--- src/sv/tpsd_pkg.sv ---
// Types and constants shared by the pixel stream decoder modules.
`default_nettype none
package tpsd_pkg;

    localparam int unsigned QUEUE_DEPTH = 4;
    localparam int unsigned QUEUE_PTR_W = $clog2(QUEUE_DEPTH);

    localparam logic [1:0] CFG_PIXEL_DEPTH      = 2'd0;
    localparam logic [1:0] CFG_RUN_LENGTH_CODED = 2'd1;
    localparam logic [1:0] CFG_IMAGE_WIDTH      = 2'd2;
    localparam logic [1:0] CFG_IMAGE_HEIGHT     = 2'd3;

    localparam logic [1:0] DEPTH_INDEX8  = 2'd0;
    localparam logic [1:0] DEPTH_RGB555  = 2'd1;

    localparam logic [15:0] MIN_WIDTH = 16'd4;

    typedef struct packed {
        logic [1:0]  pixel_depth;
        logic        run_length_coded;
        logic [15:0] image_width;
        logic [15:0] image_height;
    } t_cfg;

    // One decoded pixel with its repeat count, as handed to the segment stage.
    typedef struct packed {
        logic [7:0] val0;
        logic [7:0] val1;
        logic [7:0] val2;
        logic [7:0] count;
        logic       restart;
    } t_job;

endpackage
`default_nettype wire

--- src/sv/tpsd_front.sv ---
// Front end: packet header parsing and pixel assembly from incoming bytes.
`default_nettype none
module tpsd_front
    import tpsd_pkg::*;
(
    input  wire logic       i_clk,
    input  wire logic       i_rst_n,
    input  wire t_cfg       i_cfg,
    input  wire logic       i_valid,
    output logic            o_ready,
    input  wire logic [7:0] i_data_byte,
    input  wire logic       i_frame_start,
    input  wire logic       i_q_ready,
    output logic            o_push,
    output t_job            o_job
);

    logic        r_in_packet, n_in_packet;
    logic [7:0]  r_rem, n_rem;
    logic        r_run, n_run;
    logic [1:0]  r_bip, n_bip;
    logic [23:0] r_gat, n_gat;
    logic        r_pend, n_pend;

    logic        e_in_packet;
    logic [7:0]  e_rem;
    logic        e_run;
    logic [1:0]  e_bip;
    logic [23:0] e_gat;
    logic        e_pend;
    logic [23:0] gat_add;
    logic [7:0]  rem_dec;
    logic        accept;

    assign o_ready = i_q_ready;
    assign accept  = i_valid && i_q_ready;

    always_comb begin
        // A frame start clears the packet and pixel state before the word is used.
        e_in_packet = r_in_packet;
        e_rem       = r_rem;
        e_run       = r_run;
        e_bip       = r_bip;
        e_gat       = r_gat;
        e_pend      = r_pend;
        if (i_frame_start) begin
            e_in_packet = 1'b0;
            e_rem       = 8'd0;
            e_run       = 1'b0;
            e_bip       = 2'd0;
            e_gat       = 24'd0;
            e_pend      = 1'b1;
        end

        case (e_bip)
            2'd0:    gat_add = e_gat | {16'd0, i_data_byte};
            2'd1:    gat_add = e_gat | {8'd0, i_data_byte, 8'd0};
            2'd2:    gat_add = e_gat | {i_data_byte, 16'd0};
            default: gat_add = e_gat;
        endcase
        rem_dec = (e_rem != 8'd0) ? e_rem - 8'd1 : 8'd0;

        n_in_packet = r_in_packet;
        n_rem       = r_rem;
        n_run       = r_run;
        n_bip       = r_bip;
        n_gat       = r_gat;
        n_pend      = r_pend;
        o_push      = 1'b0;
        o_job       = '0;

        if (accept) begin
            n_in_packet = e_in_packet;
            n_rem       = e_rem;
            n_run       = e_run;
            n_bip       = e_bip;
            n_gat       = e_gat;
            n_pend      = e_pend;
            if (i_cfg.run_length_coded && !e_in_packet) begin
                n_run       = i_data_byte[7];
                n_rem       = {1'b0, i_data_byte[6:0]} + 8'd1;
                n_in_packet = 1'b1;
                n_bip       = 2'd0;
                n_gat       = 24'd0;
            end else if (e_bip < i_cfg.pixel_depth) begin
                n_bip = e_bip + 2'd1;
                n_gat = gat_add;
            end else begin
                n_bip = 2'd0;
                n_gat = 24'd0;
                case (i_cfg.pixel_depth)
                    DEPTH_INDEX8: begin
                        o_job.val0 = gat_add[7:0];
                        o_job.val1 = 8'd0;
                        o_job.val2 = 8'd0;
                    end
                    DEPTH_RGB555: begin
                        o_job.val0 = {gat_add[14:10], 3'b000};
                        o_job.val1 = {gat_add[9:5], 3'b000};
                        o_job.val2 = {gat_add[4:0], 3'b000};
                    end
                    default: begin
                        o_job.val0 = gat_add[7:0];
                        o_job.val1 = gat_add[15:8];
                        o_job.val2 = gat_add[23:16];
                    end
                endcase
                if (!i_cfg.run_length_coded) begin
                    o_job.count = 8'd1;
                end else if (e_run) begin
                    o_job.count = (e_rem == 8'd0) ? 8'd1 : e_rem;
                    n_rem       = 8'd0;
                    n_in_packet = 1'b0;
                end else begin
                    o_job.count = 8'd1;
                    n_rem       = rem_dec;
                    n_in_packet = (rem_dec != 8'd0);
                end
                o_job.restart = e_pend;
                n_pend        = 1'b0;
                o_push        = 1'b1;
            end
        end
    end

    always_ff @(posedge i_clk) begin
        if (!i_rst_n) begin
            r_in_packet <= 1'b0;
            r_rem       <= 8'd0;
            r_run       <= 1'b0;
            r_bip       <= 2'd0;
            r_gat       <= 24'd0;
            r_pend      <= 1'b0;
        end else begin
            r_in_packet <= n_in_packet;
            r_rem       <= n_rem;
            r_run       <= n_run;
            r_bip       <= n_bip;
            r_gat       <= n_gat;
            r_pend      <= n_pend;
        end
    end

endmodule
`default_nettype wire

--- src/sv/tpsd_queue.sv ---
// Short first-in first-out queue of decoded pixels between front and back end.
`default_nettype none
module tpsd_queue
    import tpsd_pkg::*;
(
    input  wire logic i_clk,
    input  wire logic i_rst_n,
    input  wire logic i_push,
    input  wire t_job i_job,
    output logic      o_ready,
    input  wire logic i_pop,
    output logic      o_valid,
    output t_job      o_job
);

    t_job                   r_mem [QUEUE_DEPTH];
    logic [QUEUE_PTR_W-1:0] r_wr_ptr, n_wr_ptr;
    logic [QUEUE_PTR_W-1:0] r_rd_ptr, n_rd_ptr;
    logic [QUEUE_PTR_W:0]   r_count, n_count;
    logic                   do_push, do_pop;

    assign o_ready = (r_count != (QUEUE_PTR_W + 1)'(QUEUE_DEPTH));
    assign o_valid = (r_count != '0);
    assign o_job   = r_mem[r_rd_ptr];
    assign do_push = i_push && o_ready;
    assign do_pop  = i_pop && o_valid;

    always_comb begin
        n_wr_ptr = do_push ? r_wr_ptr + QUEUE_PTR_W'(1) : r_wr_ptr;
        n_rd_ptr = do_pop ? r_rd_ptr + QUEUE_PTR_W'(1) : r_rd_ptr;
        n_count  = r_count;
        if (do_push && !do_pop) begin
            n_count = r_count + (QUEUE_PTR_W + 1)'(1);
        end else if (do_pop && !do_push) begin
            n_count = r_count - (QUEUE_PTR_W + 1)'(1);
        end
    end

    always_ff @(posedge i_clk) begin
        if (do_push) begin
            r_mem[r_wr_ptr] <= i_job;
        end
    end

    always_ff @(posedge i_clk) begin
        if (!i_rst_n) begin
            r_wr_ptr <= '0;
            r_rd_ptr <= '0;
            r_count  <= '0;
        end else begin
            r_wr_ptr <= n_wr_ptr;
            r_rd_ptr <= n_rd_ptr;
            r_count  <= n_count;
        end
    end

endmodule
`default_nettype wire

--- src/sv/tpsd_back.sv ---
// Back end: splits each pixel run into row-clipped segments and tracks position.
`default_nettype none
module tpsd_back
    import tpsd_pkg::*;
#(
    parameter int unsigned COORD_BITS = 16
) (
    input  wire logic                  i_clk,
    input  wire logic                  i_rst_n,
    input  wire t_cfg                  i_cfg,
    input  wire logic                  i_q_valid,
    input  wire t_job                  i_q_job,
    output logic                       o_q_pop,
    output logic                       o_valid,
    input  wire logic                  i_ready,
    output logic [7:0]                 o_first_byte,
    output logic [7:0]                 o_second_byte,
    output logic [7:0]                 o_third_byte,
    output logic [7:0]                 o_repeat_count,
    output logic [COORD_BITS-1:0]      o_row_index,
    output logic [COORD_BITS-1:0]      o_column_start,
    output logic                       o_row_end,
    output logic                       o_image_done,
    output logic                       o_last_of_item
);

    logic                  r_busy, n_busy;
    logic [7:0]            r_v0, n_v0, r_v1, n_v1, r_v2, n_v2;
    logic [7:0]            r_cnt, n_cnt;
    logic [15:0]           r_col, n_col;
    logic [COORD_BITS-1:0] r_row, n_row;
    logic                  r_finished, n_finished;

    logic                  r_out_valid, n_out_valid;
    logic [7:0]            r_o0, n_o0, r_o1, n_o1, r_o2, n_o2, r_ocnt, n_ocnt;
    logic [COORD_BITS-1:0] r_orow, n_orow, r_ocol, n_ocol;
    logic                  r_orend, n_orend, r_odone, n_odone, r_olast, n_olast;

    logic [15:0]           eff_width;
    logic                  col_lt;
    logic [15:0]           avail;
    logic [7:0]            take;
    logic                  rend;
    logic [COORD_BITS-1:0] row_next;
    logic                  done;
    logic                  seg_last;
    logic                  out_adv;
    logic                  free;
    logic                  emit;
    logic                  load;

    always_comb begin
        eff_width = (i_cfg.image_width < MIN_WIDTH) ? MIN_WIDTH : i_cfg.image_width;
        col_lt    = (r_col < eff_width);
        avail     = eff_width - r_col;
        // A column at or past the width (width lowered mid-row) closes the row
        // with a single pixel.
        if (!col_lt) begin
            take = 8'd1;
        end else if (avail > {8'd0, r_cnt}) begin
            take = r_cnt;
        end else begin
            take = avail[7:0];
        end
        rend     = !col_lt || ({8'd0, r_cnt} >= avail);
        row_next = r_row + COORD_BITS'(1);
        done     = rend && (17'(row_next) >= 17'(i_cfg.image_height));
        seg_last = (take == r_cnt) || done;
    end

    always_comb begin
        n_busy      = r_busy;
        n_v0        = r_v0;
        n_v1        = r_v1;
        n_v2        = r_v2;
        n_cnt       = r_cnt;
        n_col       = r_col;
        n_row       = r_row;
        n_finished  = r_finished;
        n_out_valid = r_out_valid;
        n_o0        = r_o0;
        n_o1        = r_o1;
        n_o2        = r_o2;
        n_ocnt      = r_ocnt;
        n_orow      = r_orow;
        n_ocol      = r_ocol;
        n_orend     = r_orend;
        n_odone     = r_odone;
        n_olast     = r_olast;

        out_adv = !r_out_valid || i_ready;
        free    = !r_busy;
        emit    = 1'b0;

        if (r_busy) begin
            if (r_finished) begin
                // Pixels after the last row are dropped until a new frame.
                free = 1'b1;
            end else if (out_adv) begin
                emit        = 1'b1;
                n_out_valid = 1'b1;
                n_o0        = r_v0;
                n_o1        = r_v1;
                n_o2        = r_v2;
                n_ocnt      = take;
                n_orow      = r_row;
                n_ocol      = r_col[COORD_BITS-1:0];
                n_orend     = rend;
                n_odone     = done;
                n_olast     = seg_last;
                if (rend) begin
                    n_col = 16'd0;
                    n_row = row_next;
                end else begin
                    n_col = r_col + {8'd0, take};
                end
                n_finished = done;
                if (seg_last) begin
                    free = 1'b1;
                end else begin
                    n_cnt = r_cnt - take;
                end
            end
        end

        if (out_adv && !emit) begin
            n_out_valid = 1'b0;
        end

        load = free && i_q_valid;
        if (load) begin
            n_busy = 1'b1;
            n_v0   = i_q_job.val0;
            n_v1   = i_q_job.val1;
            n_v2   = i_q_job.val2;
            n_cnt  = i_q_job.count;
            if (i_q_job.restart) begin
                n_col      = 16'd0;
                n_row      = '0;
                n_finished = 1'b0;
            end
        end else if (free) begin
            n_busy = 1'b0;
        end
    end

    assign o_q_pop        = load;
    assign o_valid        = r_out_valid;
    assign o_first_byte   = r_o0;
    assign o_second_byte  = r_o1;
    assign o_third_byte   = r_o2;
    assign o_repeat_count = r_ocnt;
    assign o_row_index    = r_orow;
    assign o_column_start = r_ocol;
    assign o_row_end      = r_orend;
    assign o_image_done   = r_odone;
    assign o_last_of_item = r_olast;

    always_ff @(posedge i_clk) begin
        r_v0   <= n_v0;
        r_v1   <= n_v1;
        r_v2   <= n_v2;
        r_cnt  <= n_cnt;
        r_o0   <= n_o0;
        r_o1   <= n_o1;
        r_o2   <= n_o2;
        r_ocnt <= n_ocnt;
        r_orow <= n_orow;
        r_ocol <= n_ocol;
        r_orend <= n_orend;
        r_odone <= n_odone;
        r_olast <= n_olast;
    end

    always_ff @(posedge i_clk) begin
        if (!i_rst_n) begin
            r_busy      <= 1'b0;
            r_col       <= 16'd0;
            r_row       <= '0;
            r_finished  <= 1'b0;
            r_out_valid <= 1'b0;
        end else begin
            r_busy      <= n_busy;
            r_col       <= n_col;
            r_row       <= n_row;
            r_finished  <= n_finished;
            r_out_valid <= n_out_valid;
        end
    end

endmodule
`default_nettype wire

--- src/sv/tga_pixel_stream_decoder_unit.sv ---
// Throughput: one input word per cycle while the pixel queue has room; the
// segment stage emits one segment per cycle while the output is taken, so a
// run spread over k rows gives k segments, and the pixel queue absorbs up to
// four pixels before the input stalls.
// Reset: synchronous, active low; registers return to 24-bit, coded, 640 x 480.
`default_nettype none
module tga_pixel_stream_decoder_unit
    import tpsd_pkg::*;
#(
    parameter int unsigned COORD_BITS = 16
) (
    input  wire logic                  i_clk,
    input  wire logic                  i_rst_n,
    input  wire logic                  i_cfg_we,
    input  wire logic [1:0]            i_cfg_idx,
    input  wire logic [15:0]           i_cfg_data,
    input  wire logic                  i_valid,
    output logic                       o_ready,
    input  wire logic [7:0]            i_data_byte,
    input  wire logic                  i_frame_start,
    output logic                       o_valid,
    input  wire logic                  i_ready,
    output logic [7:0]                 o_first_byte,
    output logic [7:0]                 o_second_byte,
    output logic [7:0]                 o_third_byte,
    output logic [7:0]                 o_repeat_count,
    output logic [COORD_BITS-1:0]      o_row_index,
    output logic [COORD_BITS-1:0]      o_column_start,
    output logic                       o_row_end,
    output logic                       o_image_done,
    output logic                       o_last_of_item
);

    t_cfg r_cfg, n_cfg;
    logic q_ready;
    logic q_push;
    t_job push_job;
    logic q_valid;
    t_job head_job;
    logic q_pop;

    always_comb begin
        n_cfg = r_cfg;
        if (i_cfg_we) begin
            case (i_cfg_idx)
                CFG_PIXEL_DEPTH:      n_cfg.pixel_depth      = i_cfg_data[1:0];
                CFG_RUN_LENGTH_CODED: n_cfg.run_length_coded = i_cfg_data[0];
                CFG_IMAGE_WIDTH:      n_cfg.image_width      = i_cfg_data;
                CFG_IMAGE_HEIGHT:     n_cfg.image_height     = i_cfg_data;
                default:              n_cfg = r_cfg;
            endcase
        end
    end

    always_ff @(posedge i_clk) begin
        if (!i_rst_n) begin
            r_cfg.pixel_depth      <= 2'd2;
            r_cfg.run_length_coded <= 1'b1;
            r_cfg.image_width      <= 16'd640;
            r_cfg.image_height     <= 16'd480;
        end else begin
            r_cfg <= n_cfg;
        end
    end

    tpsd_front u_front (
        .i_clk         (i_clk),
        .i_rst_n       (i_rst_n),
        .i_cfg         (r_cfg),
        .i_valid       (i_valid),
        .o_ready       (o_ready),
        .i_data_byte   (i_data_byte),
        .i_frame_start (i_frame_start),
        .i_q_ready     (q_ready),
        .o_push        (q_push),
        .o_job         (push_job)
    );

    tpsd_queue u_queue (
        .i_clk   (i_clk),
        .i_rst_n (i_rst_n),
        .i_push  (q_push),
        .i_job   (push_job),
        .o_ready (q_ready),
        .i_pop   (q_pop),
        .o_valid (q_valid),
        .o_job   (head_job)
    );

    tpsd_back #(
        .COORD_BITS (COORD_BITS)
    ) u_back (
        .i_clk          (i_clk),
        .i_rst_n        (i_rst_n),
        .i_cfg          (r_cfg),
        .i_q_valid      (q_valid),
        .i_q_job        (head_job),
        .o_q_pop        (q_pop),
        .o_valid        (o_valid),
        .i_ready        (i_ready),
        .o_first_byte   (o_first_byte),
        .o_second_byte  (o_second_byte),
        .o_third_byte   (o_third_byte),
        .o_repeat_count (o_repeat_count),
        .o_row_index    (o_row_index),
        .o_column_start (o_column_start),
        .o_row_end      (o_row_end),
        .o_image_done   (o_image_done),
        .o_last_of_item (o_last_of_item)
    );

endmodule
`default_nettype wire

--- config.mk ---
export PLATFORM = sky130hd
export DESIGN_NAME = tga_pixel_stream_decoder_unit
export DESIGN_NICKNAME = d
export VERILOG_FILES = /design/src/sv/tpsd_pkg.sv /design/src/sv/tpsd_front.sv /design/src/sv/tpsd_queue.sv /design/src/sv/tpsd_back.sv /design/src/sv/tga_pixel_stream_decoder_unit.sv
export SDC_FILE = /design/constraint.sdc
export NUM_CORES = 1
export LEC_CHECK = 0
export ABC_AREA = 0
export BUFFER_PORTS_ARGS = -buffer_cell sky130_fd_sc_hd__buf_4
export CAP_MARGIN = 15
export CORE_MARGIN = 5
export CORE_UTILIZATION = 55
export DETAILED_ROUTE_END_ITERATION = 8
export HOLD_SLACK_MARGIN = 0.15
export PLACE_DENSITY = 0.76
export SLEW_MARGIN = 25
export SYNTH_ARGS = -nofsm -noshare
export SYNTH_HDL_FRONTEND = slang
export SYNTH_SLANG_ARGS = --single-unit
--- constraint.sdc ---
create_clock -name i_clk -period 6.6 [get_ports i_clk]
set_clock_uncertainty 0.2 [all_clocks]
set_input_delay 0.33 -clock i_clk [delete_from_list [all_inputs] [get_ports i_clk]]
set_output_delay 0.33 -clock i_clk [all_outputs]
set_load 0.005 [all_outputs]
==> results by group, run 1 <==
Status
  – Outcome: complete, no violations

Critical path
  – Crit Path Max Fanout: 6
  – CP endpoint kind: flop
  – WS Path Type: reg2reg
  – CP Launch Type: flop
  – Critical Path AT: roughly 6700 ps
  – Max incr delay on CP: about 340 ps
  – Critical path's slowest cell: o311ai_4
  – Worst Path Required: just under 7000 ps

Flow run
  – Max-capacitance violation count: 0

Synthesis
  – Seq cells post-synth: 347
  – Largest family of logic cells by synthesized area: compound AO/OA/AOI/OAI gates
  – Post-synthesis sequential area ratio: 0.560
  – Number of library cell types mapped by synthesis: between 70 and 80
  – Simple-gate share of the synthesized area: 0.126
  – Syn avg cell area: 11.7 um2
  – Post-synthesis adder-cell area fraction: 0.0571
  – Main synth FF type: edfxtp_1
  – Async SR Flop Fraction: 0
  – Yosys warns: 0
  – XOR/XNOR share of the synthesized area: 0.0260
  – Compound-Gate Fraction of Synth Area: 0.140
  – Mapped Area: between 15000 and 20000 um2
  – Post-synth EDFFs: 231
  – Mapped Nets: around 1500
  – Synth top area share: 0.420
  – Post-synthesis mux area share: 0.0532
  – Cell taking the most area after synthesis: edfxtp_1
  – Post-Synthesis Cells: ~1400
  – Leading post-synthesis cells by cell area: edfxtp_1 (42%), dfxtp_1 (14%), ha_1 (5.2%), mux4_2 (4.5%), nand2_1 (3.1%)

Pwr
  – Pleak: 0.00705 uW
  – Pwr Density: roughly 400 nW/um2
  – Peak supply drop: around 0.33 mV

Layout
  – Share of layout cells above drive strength 1: 0.196
  – N_diodes: 0
  – # nets final: approximately 1600
  – Area Overhead vs Synth: 17.9%

Placement
  – Port Buffers: 100
  – Pre-CTS WS: -453 ps
  – DPL Wire Length: between 20 and 30 mm
  – Routability cong.: 0.914

STA
  – Min setup slack post-route: roughly 180 ps
  – Tmin final: around 6400 ps
  – Max Slew Vio Count: 0
  – Final hold violation count: 0
  – FMAX: around 160 MHz
  – Slew @ Worst Pin: roughly 950 ps
  – Hold WS: 217 ps
  – Crit share post-route: 0.973
  – Final setup viols: 0
  – Slew headroom: 0.367

Route
  – First-pass DRT Iterations: 6
  – Via count: roughly 12000
  – Final ANT Viol Nets: 0
  – Routed len/inst: just over 20 um
  – # DRC: 0
  – Iteration-0 DRC Markers: 1219
  – WL final: 39.9 mm
  – Vias per inst: 6.07

Clock network
  – CTS tree: built
  – H-tree depth: 2
  – Clock-pin slew on the worst setup and hold paths: 70 ps
  – # clock sinks: 347
  – CTS root buf: clkbuf_16
  – TritonCTS buffer count: 36
  – CTS max path bufs: 3
  – Worst skew pair latency: around 530 ps

Global route
  – Global route total overflow: 0
  – Global-route wire length before repair: around 63 mm
  – GRT Total Usage: 0.232
  – Antenna violations before repair: 0
  – Number of global-route vias before repair: 11500
  – Pin count of the biggest net entering global routing: about 60

Floorplan
  – Die Span Y: 183 um
  – Total core area: 29600 um2
  – Die W: 183 um
  – Die area: approximately 34000 um2
  – Rows: 63
  – Num ports: approximately 100
  – Initial Util: 0.558

Worst hold path
  – Hold Crit Class: in2reg
-- power by group --
group | leakage, uW | total (uW) | switching, uW | internal (uW)
logic | 0.00332 | 2600 | 1500 | 1110
clock network | 0.000582 | 2050 | 852 | 1200
registers | 0.00315 | 2920 | 154 | 2760
-- Yosys cell counts (15+ instances only) --
| library cell | instances |
|---|---|
| nor3_1 | 27 |
| a22oi_1 | 35 |
| edfxtp_1 | 231 |
| a22o_1 | 17 |
| nor2_1 | 114 |
| ha_1 | 69 |
| xnor2_1 | 34 |
| clkbuf_1 | 70 |
| o211ai_1 | 16 |
| mux4_2 | 33 |
| o21ai_0 | 26 |
| nand3_1 | 33 |
| nand2b_1 | 21 |
| a21oi_1 | 90 |
| inv_1 | 64 |
| or3_1 | 15 |
| nand2_1 | 135 |
| a221oi_2 | 23 |
| xor2_1 | 15 |
| dfxtp_1 | 116 |
-- kinds of logic (layout without fill, tap and decap cells) --
kind of cell	Yosys count	count (layout)
buffers and inverters	154	311
multiplexers	46	46
AO/OA/AOI/OAI	307	307
AND/OR/NAND/NOR	438	438
flip-flops	347	347
adder cells (fa/ha/maj)	73	73
XOR/XNOR	49	49
-- critical path, delay by kind of cell, from the launching register on --
kind,cells,cell delay (ps)
fa+ha+maj,5,1440
xor+xnor,1,170
compound gates,10,1860
flops,1,330
buf+inv,3,260
simple gates,12,2020
-- state kept, by name, summed over array words and instances, names as in the netlist, 2 cells and up, named ones only --
| register | cells |
|---|---|
| u_back.r_v2 | 8 |
| u_back.o_third_byte | 8 |
| u_back.r_cnt | 8 |
| r_cfg | 35 |
| u_back.r_col | 16 |
| u_back.o_first_byte | 8 |
| u_back.o_second_byte | 8 |
| u_back.o_repeat_count | 8 |
| u_back.r_v1 | 8 |
| u_queue.r_count | 3 |
| u_back.r_row | 16 |
| u_queue.r_mem | 132 |
| u_back.o_column_start | 16 |
| u_back.o_row_index | 16 |
| u_queue.r_rd_ptr | 2 |
| u_front.r_bip | 2 |
| u_front.r_gat | 24 |
| u_front.r_rem | 8 |
| u_queue.r_wr_ptr | 2 |
| u_back.r_v0 | 8 |
-- cell usage in the layout (no fill, tap or decap), types with 15 or more instances in the layout --
cell,n
nand3_1,32
nor3_1,25
a21oi_1,88
or3_1,15
dfxtp_1,115
buf_4,137
nand2_1,133
o21ai_0,25
o211ai_1,16
a22oi_1,35
nand2b_1,20
edfxtp_1,231
clkbuf_16,36
ha_1,60
a22o_1,17
dlygate4sd3_1,40
xnor2_1,34
nor2_1,110
a221oi_2,23
mux4_2,32
inv_1,63
-- routing by layer --
layer	wire length, um	vias up	global-route usage	part of all wire
met5	0	-	0	0
met4	1130	0	0.0694	0.028
met3	2920	87	0.0391	0.073
met2	18400	504	0.362	0.46
met1	17400	5774	0.339	0.44
li1	-	5541	-	-
-- path summary, 6_finish.rpt --
kind | startpoint | to | slack [ps] | cells past startpoint
min | i_valid | u_front.r_rem[1] | 220 | 5
max reg2reg | r_cfg[26] | u_queue.r_count[2] | 180 | 31
max | r_cfg[26] | u_queue.r_count[2] | 180 | 31
min reg2reg | u_back.r_v2[7] | u_back.o_third_byte[7] | 220 | 0
-- timing repair --
| action | in CTS | in global routing |
|---|---|---|
| endpoints found under the setup margin | 52 | 61 |
| setup buffers | 0 | 5 |
| resized for setup | 6 | 34 |
| pin swaps | 2 | 15 |
| hold buffers | 40 | 0 |
| endpoints found under the hold margin | 67 | 0 |
-- stage by stage --
stage                     setup TNS (ps)  cell area, um2  power (uW)   util  instances
after floorplan                        0           16500        4520      -       1414
after global placement                 0           17700        5240  0.596       1850
after detailed placement           -2760           17700        5320  0.596       1850
after CTS                              0           19300        7400  0.650       1956
after global routing                -292           19500        7980  0.658       1961
final                                  0           19500        7570  0.658       1961
-- layout make-up --
class                           instances  area, um2
Tap cell                              390        488
Inverter                               66        250
Sequential cell                       347       9260
Fill cell                            2225      10100
Multi-Input combinational cell        913       6840
Timing Repair Buffer                  179       1460
Clock buffer                           45        955
Clock inverter                         21        236
(Power assumes the default switching activity.)
==> inputs of run 2 (changes only) <==
--- a/config.mk
+++ b/config.mk
@@ -9,10 +9,10 @@
 export BUFFER_PORTS_ARGS = -buffer_cell sky130_fd_sc_hd__buf_4
 export CAP_MARGIN = 15
 export CORE_MARGIN = 5
-export CORE_UTILIZATION = 55
+export CORE_UTILIZATION = 65
 export DETAILED_ROUTE_END_ITERATION = 8
 export HOLD_SLACK_MARGIN = 0.15
-export PLACE_DENSITY = 0.76
+export PLACE_DENSITY = 0.84
 export SLEW_MARGIN = 25
 export SYNTH_ARGS = -nofsm -noshare
 export SYNTH_HDL_FRONTEND = slang
==> constraint.sdc (replaced) <==
create_clock -name i_clk -period 8.1 [get_ports i_clk]
set_clock_uncertainty 0.2 [all_clocks]
set_input_delay 0.405 -clock i_clk [delete_from_list [all_inputs] [get_ports i_clk]]
set_output_delay 0.405 -clock i_clk [all_outputs]
set_load 0.005 [all_outputs]
==> results by group, run 2 (same netlist as run 1, synthesis figures left out) <==
Floorplan
  – Die Span Y: 169 um (was 183 um)
  – Initial Util: 0.658 (was 0.558)
  – Rows: 58 (was 63)
  – Total core area: 25100 um2 (was 29600 um2)
  – Num ports: 101 (unchanged)
  – Die area: 28700 um2 (was 33600 um2)
  – Die W: 169 um (was 183 um)

Critical path
  – Worst Path Required: 8330 ps (was 6820 ps)
  – CP endpoint kind: flop (unchanged)
  – Crit Path Max Fanout: 8 (was 6)
  – Critical Path AT: 8000 ps (was 6650 ps)
  – Critical Path Most Common Cell: ha_1
  – WS Path Type: reg2reg (unchanged)
  – Critical path's slowest cell: nor4_1 (was o311ai_4)
  – CP Launch Type: flop (unchanged)
  – Max incr delay on CP: 480 ps (was 340 ps)

Clock network
  – CTS root buf: clkbuf_16 (unchanged)
  – # clock sinks: 347 (unchanged)
  – Clock-pin slew on the worst setup and hold paths: 70 ps (about the same)
  – CTS tree: built (unchanged)
  – H-tree depth: 2 (unchanged)
  – Worst skew pair latency: 540 ps (was 530 ps)
  – TritonCTS buffer count: 36 (unchanged)
  – CTS max path bufs: 3 (unchanged)

Layout
  – Area Overhead vs Synth: 15.2% (was 17.9%)
  – Share of layout cells above drive strength 1: 0.173 (was 0.196)
  – Commonest non-fill, non-tap cells in the layout: edfxtp_1 (231), nand2_1 (135), dfxtp_1 (115), buf_4 (113), nor2_1 (111) (was edfxtp_1 (231), buf_4 (137), nand2_1 (133), dfxtp_1 (115), nor2_1 (110))
  – Fillers: 1556 (was 2225)
  – Max reg flops: 132 (unchanged)
  – Filler-free cell count of the finished design: 1868 (was 1961)
  – N_diodes: 0 (unchanged)
  – Register name with the most flops: u_queue.r_mem (unchanged)
  – Biggest regs: u_queue.r_mem: 132 flops, r_cfg: 35 flops, u_front.r_gat: 24 flops (unchanged)
  – # nets final: 1615 (was 1648)
  – Most common cell after layout, fill and taps aside: edfxtp_1 (unchanged)

Route
  – WL final: 42.7 mm (was 39.9 mm)
  – Vias per inst: 6.60 (was 6.07)
  – Via count: 12300 (was 11900)
  – First-pass DRT Iterations: 6 (unchanged)
  – # DRC: 0 (unchanged)
  – Iteration-0 DRC Markers: 1807 (was 1219)
  – Final ANT Viol Nets: 0 (unchanged)
  – Routed len/inst: 22.9 um (was 20.3 um)

Global route
  – Global-route wire length before repair: 66.9 mm (was 62.8 mm)
  – Antenna violations before repair: 0 (unchanged)
  – Pin count of the biggest net entering global routing: 62 (was 61)
  – Number of global-route vias before repair: 12100 (was 11500)
  – GRT Total Usage: 0.295 (was 0.232)
  – Global route total overflow: 0 (unchanged)

Placement
  – Port Buffers: 100 (unchanged)
  – Routability cong.: 0.904 (was 0.914)
  – DPL Wire Length: 26.6 mm (was 25.8 mm)
  – Dpl cells: 1769 (was 1850)
  – Pre-CTS WS: 338 ps (was -453 ps)

Pwr
  – Pwr Density: 320 nW/um2 (was 388 nW/um2)
  – Pleak: 0.00692 uW (was 0.00705 uW)
  – Peak supply drop: 0.225 mV (was 0.327 mV)
  – Total power: 6090 uW (was 7570 uW)

STA
  – Min setup slack post-route: 335 ps (was 178 ps)
  – Hold WS: 162 ps (was 217 ps)
  – Slew headroom: 0.319 (was 0.367)
  – Max Slew Vio Count: 0 (unchanged)
  – Crit share post-route: 0.959 (was 0.973)
  – Slew @ Worst Pin: 1020 ps (was 949 ps)
  – FMAX: 129 MHz (was 156 MHz)
  – Final setup viols: 0 (unchanged)
  – Final hold violation count: 0 (unchanged)
  – Tmin final: 7770 ps (was 6420 ps)

Flow run
  – Max-capacitance violation count: 0 (unchanged)

Status
  – Outcome: complete, no violations (unchanged)

Worst hold path
  – Hold Crit Class: in2reg (unchanged)
## run 2: cell types whose count changed in the layout (fill, tap and decap cells not counted), moves of 3 or more
cell,delta
buf_4,-24
ha_1,+9
dlygate4sd3_1,-7
clkbuf_1,-6
ha_4,-6
or2_2,+5
or2_4,-5
clkinv_1,-3
clkinvlp_4,+3
ha_2,-3
## run 2: routing by layer
layer  up-vias  global-route usage  wire [um]
li1       5454                   -          -
met1      5901               0.414      16900
met2       827               0.473      20000
met3       148              0.0519       4260
met4         0              0.0980       1620
met5         -                   0          0
## run 2: what timing repair did
action	CTS	global route
hold buffers	33	0
buffers inserted	0	0
gates resized for setup	0	5
hold endpoints to repair	49	0
endpoints found under the setup margin	0	43
## run 2: where the power goes
group | internal (uW) | switching (uW)
registers | 2260 | 139
clock network | 1050 | 720
logic | 749 | 1180
## run 2: final timing paths
| check | end | cells after the start | from | slack, ps |
|---|---|---|---|---|
| worst max-delay path | u_queue.r_count[2] | 30 | r_cfg[26] | 330 |
| worst min-delay path | u_front.r_gat[20] | 4 | i_data_byte[4] | 160 |
| worst max register to register | u_queue.r_count[2] | 30 | r_cfg[26] | 330 |
| worst min register to register | u_back.o_third_byte[3] | 0 | u_back.r_v2[3] | 220 |
## run 2: per-stage QoR
step	setup TNS (ps)	utilization	instance area (um2)
2_1_floorplan	0	-	16500
3_3_place_gp	0	0.693	17400
3_5_place_dp	0	0.694	17400
4_1_cts	0	0.758	19000
5_1_grt	-52.6	0.758	19000
6_report	0	0.758	19000
## run 2: final cells by class
class	instances	area (um2)	area share
Sequential cell	347	9260	0.486
Clock buffer	41	982	0.0516
Timing Repair Buffer	146	1180	0.0619
Tap cell	330	413	0.0217
Inverter	66	250	0.0131
Clock inverter	25	295	0.0155
Multi-Input combinational cell	913	6660	0.350
## run 2: critical path, delay by kind of cell, from the launching register on
family | cells | cell delay (ps)
xor+xnor | 1 | 190
compound gates | 10 | 2380
flops | 1 | 330
fa+ha+maj | 5 | 1630
buf+inv | 2 | 130
simple gates | 12 | 2820
==> inputs of run 3 (changes only) <==
--- a/config.mk
+++ b/config.mk
@@ -12,7 +12,7 @@
 export CORE_UTILIZATION = 65
 export DETAILED_ROUTE_END_ITERATION = 8
 export HOLD_SLACK_MARGIN = 0.15
-export PLACE_DENSITY = 0.84
+export PLACE_DENSITY = 0.91
 export SLEW_MARGIN = 25
 export SYNTH_ARGS = -nofsm -noshare
 export SYNTH_HDL_FRONTEND = slang
==> results by group, run 3 (same netlist as run 1, synthesis figures left out) <==
Status
  – Outcome: complete, no violations (unchanged)

Critical path
  – WS Path Type: reg2reg (unchanged)
  – CP endpoint kind: flop (unchanged)
  – Critical Path AT: 8220 ps (was 8000 ps)
  – Worst Path Required: 8320 ps (was 8330 ps)
  – Crit Path Max Fanout: 8 (unchanged)
  – Critical Path Most Common Cell: ha_1 (unchanged)
  – CP Launch Type: flop (unchanged)
  – WP buf/inv: 2 (unchanged)
  – Max incr delay on CP: 520 ps (was 480 ps)
  – CP top delay family: simple AND/OR/NAND/NOR gates (unchanged)
  – Critical path's slowest cell: nor4_1 (unchanged)

Global route
  – Antenna violations before repair: 1 (was 0)
  – GRT Total Usage: 0.310 (was 0.295)
  – Global route total overflow: 0 (unchanged)
  – Number of global-route vias before repair: 12700 (was 12100)
  – Global-route wire length before repair: 70.3 mm (was 66.9 mm)
  – Pin count of the biggest net entering global routing: 57 (was 62)

Clock network
  – CTS max path bufs: 3 (unchanged)
  – H-tree depth: 2 (unchanged)
  – # clock sinks: 347 (unchanged)
  – Clock-pin slew on the worst setup and hold paths: 60 ps (was 70 ps)
  – Worst skew pair latency: 530 ps (was 540 ps)
  – TritonCTS buffer count: 35 (was 36)
  – CTS tree: built (unchanged)
  – Post-CTS setup buffer count: 0 (unchanged)
  – CTS root buf: clkbuf_16 (unchanged)

Floorplan
  – Die W: 169 um (unchanged)
  – Die area: 28700 um2 (unchanged)
  – Rows: 58 (unchanged)
  – Die Span Y: 169 um (unchanged)
  – Num ports: 101 (unchanged)
  – Initial Util: 0.658 (unchanged)
  – Total core area: 25100 um2 (unchanged)

Layout
  – Register name with the most flops: u_queue.r_mem (unchanged)
  – Max reg flops: 132 (unchanged)
  – N_diodes: 0 (unchanged)
  – Share of layout cells above drive strength 1: 0.170 (was 0.173)
  – Commonest non-fill, non-tap cells in the layout: edfxtp_1 (231), nand2_1 (135), dfxtp_1 (115), buf_4 (113), nor2_1 (112) (was edfxtp_1 (231), nand2_1 (135), dfxtp_1 (115), buf_4 (113), nor2_1 (111))
  – Area Overhead vs Synth: 14.7% (was 15.2%)
  – # nets final: 1612 (was 1615)
  – Biggest regs: u_queue.r_mem: 132 flops, r_cfg: 35 flops, u_front.r_gat: 24 flops (unchanged)
  – Post-layout util: 0.755 (was 0.758)
  – Filler-free cell count of the finished design: 1864 (was 1868)
  – Most common cell after layout, fill and taps aside: edfxtp_1 (unchanged)

Route
  – Routed len/inst: 24.0 um (was 22.9 um)
  – First-pass DRT Iterations: 9 (was 6)
  – WL final: 44.7 mm (was 42.7 mm)
  – Final ANT Viol Nets: 0 (unchanged)
  – Vias per inst: 6.79 (was 6.60)
  – Via count: 12700 (was 12300)
  – # DRC: 0 (unchanged)
  – Iteration-0 DRC Markers: 1857 (was 1807)

Placement
  – Port Buffers: 100 (unchanged)
  – Pre-CTS WS: 239 ps (was 338 ps)
  – Dpl cells: 1770 (was 1769)
  – Routability cong.: 0.953 (was 0.904)
  – DPL Wire Length: 26.9 mm (was 26.6 mm)

STA
  – Min setup slack post-route: 100 ps (was 335 ps)
  – Final TNS setup: 0 ps (unchanged)
  – Crit share post-route: 0.988 (was 0.959)
  – FMAX: 125 MHz (was 129 MHz)
  – Slew headroom: 0.312 (was 0.319)
  – Slew @ Worst Pin: 1030 ps (was 1020 ps)
  – Hold WS: 128 ps (was 162 ps)
  – Max Slew Vio Count: 0 (unchanged)
  – Final setup viols: 0 (unchanged)
  – Tmin final: 8000 ps (was 7770 ps)
  – Final hold violation count: 0 (unchanged)

Pwr
  – Pwr Density: 319 nW/um2 (was 320 nW/um2)
  – Psw: 2030 uW (was 2040 uW)
  – Clk pwr share: 0.280 (was 0.290)
  – Sequential power share: 0.393 (about the same)
  – Internal power: 4020 uW (was 4050 uW)
  – Pleak: 0.00689 uW (was 0.00692 uW)
  – Comb power frac: 0.327 (was 0.317)
  – Sw Share: 0.335 (about the same)
  – Peak supply drop: 0.200 mV (was 0.225 mV)

Flow run
  – Max-capacitance violation count: 0 (unchanged)

Worst hold path
  – Hold Crit Class: in2reg (unchanged)
==> run 3: cell types whose count changed in the layout (fill, tap and decap cells not counted), moves of 2 or more <==
cell	before	now
clkinvlp_4	3	1
clkbuf_1	1	7
dlygate4sd3_1	33	30
and2_1	10	8
clkinv_1	4	1
clkbuf_16	38	36
and2_2	0	2
clkbuf_8	2	7
==> run 3: timing repair <==
action / in CTS / in global routing
endpoints found under the setup margin: 0 / 8
endpoints found under the hold margin: 45 / 0
hold buffers: 30 / 0
gates resized for setup: 0 / 3
==> run 3: power by group through the flow <==
stage                     sequential (uW)  clock [uW]  combinational [uW]
after floorplan                      2390           0                1290
after global routing                 2400        1790                2130
after global placement               2390           0                1800
after CTS                            2370        1700                1940
final                                2380        1700                1980
after detailed placement             2400           0                1880
==> run 3: tightest hold or removal path, cell delays in order <==
cell	delay (ps)
buf_4	120
nor2_2	130
nand2_1	100
a21oi_1	50
==> run 3: worst paths after layout <==
| kind | startpoint | endpoint | slack, ps | depth (start not counted) |
|---|---|---|---|---|
| max reg2reg | r_cfg[26] | u_queue.r_count[2] | 100 | 30 |
| min reg2reg | u_back.r_v1[2] | u_back.o_second_byte[2] | 220 | 0 |
| min | i_cfg_idx[0] | r_cfg[17] | 130 | 4 |
| max | r_cfg[26] | u_queue.r_count[2] | 100 | 30 |
==> run 3: final cells by class <==
type	count	area, um2
Sequential cell	347	9260
Multi-Input combinational cell	913	6650
Fill cell	1467	6160
Timing Repair Buffer	144	1170
Clock buffer	50	1020
Tap cell	330	413
Inverter	66	250
Clock inverter	14	190
==> run 3: stage by stage <==
step	area, um2	power, uW
floorplan	16500	3680
CTS	18900	6010
global route	19000	6310
detailed placement	17400	4280
finish	19000	6050
global placement	17400	4190
==> run 3: layer usage <==
metal,track usage,routed length [um],up-vias
li1,-,-,5454
met4,0.141,2480,2
met3,0.0601,4830,244
met1,0.419,16500,5963
met5,0,13,-
met2,0.495,20900,991
